**config.mk**
```make
export PLATFORM = sky130hd
export DESIGN_NAME = okm_front
export DESIGN_NICKNAME = d
export VERILOG_FILES = /design/src/rtl/core/okm_pkg.sv /design/src/rtl/core/okm_front.sv
export SDC_FILE = /design/constraint.sdc
export NUM_CORES = 1
export LEC_CHECK = 0
export ABC_AREA = 1
export ABC_CLOCK_PERIOD_IN_PS = 1700
export BUFFER_PORTS_ARGS = -buffer_cell sky130_fd_sc_hd__buf_2
export CAP_MARGIN = 20
export CORE_MARGIN = 8
export CORE_UTILIZATION = 30
export CTS_CLUSTER_DIAMETER = 150
export DETAILED_ROUTE_END_ITERATION = 8
export GPL_TIMING_DRIVEN = 0
export PLACE_DENSITY_LB_ADDON = 0.25
export SLEW_MARGIN = 5
export SYNTH_ARGS = -nofsm -noshare
export SYNTH_HDL_FRONTEND = slang
export SYNTH_SLANG_ARGS = --single-unit
```
**constraint.sdc**
```tcl
create_clock -name clk -period 1.7 [get_ports clk]
set_input_delay 0.17 -clock clk [delete_from_list [all_inputs] [get_ports clk]]
set_output_delay 0.17 -clock clk [all_outputs]
set_load 0.05 [all_outputs]
```
**src/rtl/core/okm_pkg.sv**
```systemverilog
package okm_pkg;

	localparam int NUM_CENTROIDS_DEF = 8;
	localparam int VECTOR_LENGTH_DEF = 16;

	// Operation codes of an input word.
	localparam logic [1:0] OP_TRAIN     = 2'd0;
	localparam logic [1:0] OP_CLASSIFY  = 2'd1;
	localparam logic [1:0] OP_SUMMARIZE = 2'd2;
	localparam logic [1:0] OP_IGNORED   = 2'd3;

	// Kind codes of a result word.
	localparam logic [1:0] KIND_LOADED     = 2'd0;
	localparam logic [1:0] KIND_TRAINED    = 2'd1;
	localparam logic [1:0] KIND_CLASSIFIED = 2'd2;
	localparam logic [1:0] KIND_SUMMARIZED = 2'd3;

	localparam logic signed [15:0] ONE_Q88 = 16'sd256;

	typedef struct packed {
		logic [1:0]         operation;
		logic signed [15:0] sample;
		logic               last;
	} okm_in_t;

	typedef struct packed {
		logic [1:0]  kind;
		logic [5:0]  nearest_index;
		logic [35:0] min_distance;
	} okm_out_t;

	// Head of the command queue as seen by the back end.
	typedef struct packed {
		logic    valid;
		okm_in_t item;
	} okm_queue_t;

endpackage

```
**src/rtl/core/okm_front.sv**
```systemverilog
module okm_front import okm_pkg::*; (
	input  logic       clk,
	input  logic       arst_n,
	input  logic       start,
	output logic       busy,
	input  okm_in_t    cmd,
	input  logic       pop,
	output okm_queue_t head
);

	okm_in_t    slot_q [2];
	logic       wr_q;
	logic       rd_q;
	logic [1:0] cnt_q;
	logic       push;
	logic       take;

	// Ignored operations never enter the queue.
	assign busy = (cnt_q == 2'd2);
	assign push = start && !busy && (cmd.operation != OP_IGNORED);
	assign take = pop && (cnt_q != 2'd0);

	assign head.valid = (cnt_q != 2'd0);
	assign head.item  = slot_q[rd_q];

	always_ff @(posedge clk or negedge arst_n) begin
		if (!arst_n) begin
			wr_q  <= 1'b0;
			rd_q  <= 1'b0;
			cnt_q <= 2'd0;
		end else begin
			if (push) wr_q <= !wr_q;
			if (take) rd_q <= !rd_q;
			if (push && !take) cnt_q <= cnt_q + 2'd1;
			else if (take && !push) cnt_q <= cnt_q - 2'd1;
		end
	end

	always_ff @(posedge clk) begin
		if (push) slot_q[wr_q] <= cmd;
	end

endmodule

```
-- After elaboration in Yosys (flattened, before gate mapping)
Memory sizes are Yosys's and may differ from the RTL's.
Index checks and enable logic that the tools add are counted.
- bits in read-only memories: 0
- output and inout port bits: 21
- memory bits (writable): 38
- word-level logic and storage cells: 24
- memories kept: 1
- bits of input ports: 23
- flip-flop bits (word level): 4
- bits in latches: 0
- memory list (name ; words ; width ; rd ports ; clocked after Yosys merged registers in ; wr ports ; RTL line ; source):
    slot_q ; 2 ; 19 ; 1 ; 0 ; 1 ; okm_front.sv:11 ; okm_in_t slot_q [2];
- add/subtract/negate cells: 2
- divide/modulo/power cells: 0
- $mul: 0
- bitwise logic cells: 0
- magnitude comparators: 0
- equal/unequal tests: 2
- muxes and demuxes: 4
- reduce and logical (&&, ||, !) cells: 12
- shift-type cells: 0
- operators by type and width (kind ; count):
    1-bit logical AND ; 5
    1-bit logical NOT ; 5
    2-bit 2-to-1 mux ; 2
    2-bit nonzero test ; 2
    2-bit by 1-bit adder with 2-bit output (second input constant) ; 1
    2-bit == test (second input constant) ; 1
    1-bit 2-to-1 mux ; 2
    2-bit inequality test (second input constant) ; 1
    2-bit by 1-bit subtractor with 2-bit output (second input constant) ; 1

-- Longest topological paths before layout
- word-level depth: 8
- gate-level depth with buffers: 9
- mapped depth without buffers: 9

-- Least setup slack after synthesis
OpenSTA, ideal clock, no wires.
- path kind: register -> register
- start point: register cnt_q[0]
- end point: memory slot_q[1][0] (netlist name), enable pin
- arrival: 1412 ps
- stages on the path, launching flop included: 5
- path buffers: 0
- data required time: 1305 ps
- period minus slack after synthesis: 1806 ps
- library setup time: 395 ps
- setup slack: -106 ps
- path through: dfrtp_1 -> inv_2 -> nand2_1 -> nand3_1 -> nor2_1
- longest elaborated chain between the ends: 6
- RTL lines (element ; RTL line ; source):
    from (decl) ; okm_front.sv:14 ; logic [1:0] cnt_q;
    from (signal assigned) ; okm_front.sv:34 ; if (push && !take) cnt_q <= cnt_q + 2'd1;
    from (signal assigned) ; okm_front.sv:35 ; else if (take && !push) cnt_q <= cnt_q - 2'd1;
    2-bit == test ; okm_front.sv:19 ; assign busy = (cnt_q == 2'd2);
    1-bit logical NOT ; okm_front.sv:20 ; assign push = start && !busy && (cmd.operation != OP_IGNORED);
    1-bit logical AND (2 in a row) ; okm_front.sv:20 ;
    1-bit 2-to-1 mux ; okm_front.sv:40 ; if (push) slot_q[wr_q] <= cmd;
    1-bit 2-to-1 mux (implied by the code) ; okm_front.sv:40 ;
    to (decl) ; okm_front.sv:11 ;
Every way passes these cells.

-- Worst setup path in the final report
- start point: register cnt_q[0]
- end point: memory slot_q[1][18] (netlist name), enable pin
The elaborated chain is that of the path after synthesis.

==> flow_summary.ini <==
[clock_network]
cts_buffer_depth = 2
cts_tree = built
cts_root_buffer = clkbuf_8
clkSinkCount = 42
h-tree-depth = 2
clkTransAtPathRegs_ns = 0.08
numCtsBuffers = 5
clk_latency_ns = 0.28
cts_setup_buffers = 0

[logic_synthesis]
synthSimpleGateAreaFrac_pct = 19.48
synthTopCellsByCount = nand2_1, edfxtp_1, inv_1, buf_2, dfrtp_1
synthFlopType = edfxtp_1
yosysUniqueCellTypes = 14
synth_mux_area_share_pct = 0
yosysSeqAreaShare_pct = 76.37
ys_ff_latch = 42
syn-num-nets = 157
netlist_area_um2 = 1625
synth_edf_count = 38
synth_top_family_by_area = simple AND/OR/NAND/NOR gates
synth.most_common_cell = nand2_1
yosys.area_share.adder_pct = 0.7698
synthXorXnorAreaFrac_pct = 0.5389
yosys.area.top_type = edfxtp_1
synth_compound_area_share_pct = 0
synth.area.top_cells = edfxtp_1, nand2_1, dfrtp_1, buf_2, inv_1
avgSynthCellArea_um2 = 12.22
async_reset_ff_share_pct = 9.524
synth_top_area_share_pct = 70.21
postSynthCellCount = 133
yosys_warnings = 0

[grt]
first_global_vias = 1074
antenna_found_initial = 0
overflow = 0
groute.usage.overall_pct = 8.755
grt_first_pass_wirelength_um = 5126
grt_max_degree = 20

[sta]
min_period_over_period_pct = 91.94
fin_skew_ns = 0.002963
fin_crit_ns = 1.563
finalSetupViolCount = 0
worst_pin_slew_ns = 0.5897
slew_violations = 0
fmaxAchievable_mhz = 639.8
finalHoldViolCount = 0
rsz0062_at_grt = false
slew_headroom_pct = 60.59

[die]
num_rows = 27
num_io_pins = 44
coreArea_um2 = 5371
die_w_um = 89.61
die_h_um = 89.61
dieArea_um2 = 8029
start_util_pct = 30.26

[job]
cap_violations = 0

[placement]
place_hpwl_um = 2179
dpl_cell_area_um2 = 1933
place.gp.congestion = 0.7258
io_buffers = 43

[critical_path]
cp-end-kind = flop
worstPathArrival_ns = 1.49
crit_type = reg2reg
critPathRequiredTime_ns = 1.63
startpoint_type = flop
path_max_fanout = 19

[power]
p_switching_mw = 1.892
p_int_mw = 2.212
pwr-share-comb_pct = 46.5
p_leak_nw = 0.9008
clock_power_share_pct = 18.4
power_mw = 4.104
power_frac_seq_pct = 35.0
switching_share_pct = 46.10
power-per-cell-area_nw_per_um2 = 1988
vdd_drop_max_uv = 774.5

[routing]
ant_nets = 0
firstDrtPassIters = 4
vias = 1049
drt_iter0_drc = 46
routed_wl_um = 3086
drc = 0
wl_per_cell_um = 12.01
via_per_inst = 4.082

[status]
status = completed

[final_layout]
diodes = 0
drive_gt1_share_pct = 34.05
layout.nets = 208
design_area_um2 = 2064
area_delta_synth_final_pct = 27.02

[min_path]
hp-class = in2reg
==> path summary, 6_finish.rpt <==
kind / start / endpoint / slack, ns / cells after the start
hold / removal: cmd[12] / slot_q[1][12] / 0.07 / 1
setup / recovery: cnt_q[0] / slot_q[1][18] / 0.14 / 4
min in group asynchronous: arst_n / wr_q / 0.22 / 2
hold reg to reg: wr_q / wr_q / 0.49 / 2
max in group asynchronous: arst_n / cnt_q[0] / 1.36 / 2
setup reg to reg: cnt_q[0] / slot_q[1][18] / 0.14 / 4
==> state kept, by name (all words and copies together) (netlist names) <==
name	count
cnt_q	2
rd_q	1
slot_q	38
wr_q	1
==> kinds of logic after synthesis <==
logic type,count (synthesis)
fa+ha+maj,1
simple gates,78
flops,42
buf+inv,11
xor+xnor,1
==> worst max-delay path, stage by stage (launching register included) <==
cell	delay, ns
dfrtp_1	0.43
inv_2	0.07
nand2_1	0.07
nand3_1	0.13
nor2_4	0.50
==> what timing repair did <==
action,in CTS,in global routing
endpoints found under the hold margin,4,0
hold buffers,1,0
gates resized for setup,2,1
endpoints found under the setup margin,38,1
==> power by group through the flow <==
stage                     registers [mW]  clock network [mW]  logic, mW
after CTS                           1.44               0.775       1.95
final                               1.44               0.756       1.91
after global routing                1.46               0.819       2.10
after floorplan                     1.45                   0       1.47
after detailed placement            1.46                   0       1.93
after global placement              1.46                   0       1.92
==> area by class of cell <==
type,count,area (um2)
fillers,510,3307
multi-input cells,80,345.3
inverters,7,30.03
plain buffers,4,20.02
clock inverters,2,37.54
flip-flops and latches,42,1241
well taps,72,90.09
repair buffers,44,227.7
clock buffers,6,72.57
==> metrics by stage <==
stage          cells  utilization (%)  hold slack (ns)  TNS (ns)  setup slack (ns)
3_3_place_gp     248            35.99         -0.01294    -4.819           -0.2201
6_report         257            38.43          0.06673         0            0.1371
3_5_place_dp     248            35.99         -0.01260    -3.888           -0.1821
2_1_floorplan    133                -          -0.1256         0           0.03445
4_1_cts          257            38.39          0.05501         0           0.09157
5_1_grt          257            38.43          0.04760         0           0.01124
==> metal layers <==
metal | track usage (%) | share of wire [%]
met5 | 0 | 0
met1 | 10.36 | 45
met2 | 13.44 | 44
met4 | 3.021 | 1.2
met3 | 4.368 | 10
==> cell usage in the layout (no fill, tap or decap), types with 2 or more instances in the layout <==
cell / Yosys / routed
nor2_4: 1 / 2
buf_2: 4 / 46
clkinvlp_4: 0 / 2
inv_1: 5 / 4
edfxtp_1: 38 / 38
nand3_1: 3 / 3
dfrtp_1: 4 / 4
nand2_1: 68 / 68
nand2_2: 3 / 3
clkbuf_8: 0 / 5
inv_2: 2 / 2
Note: power is estimated with default switching activity, not from simulation.
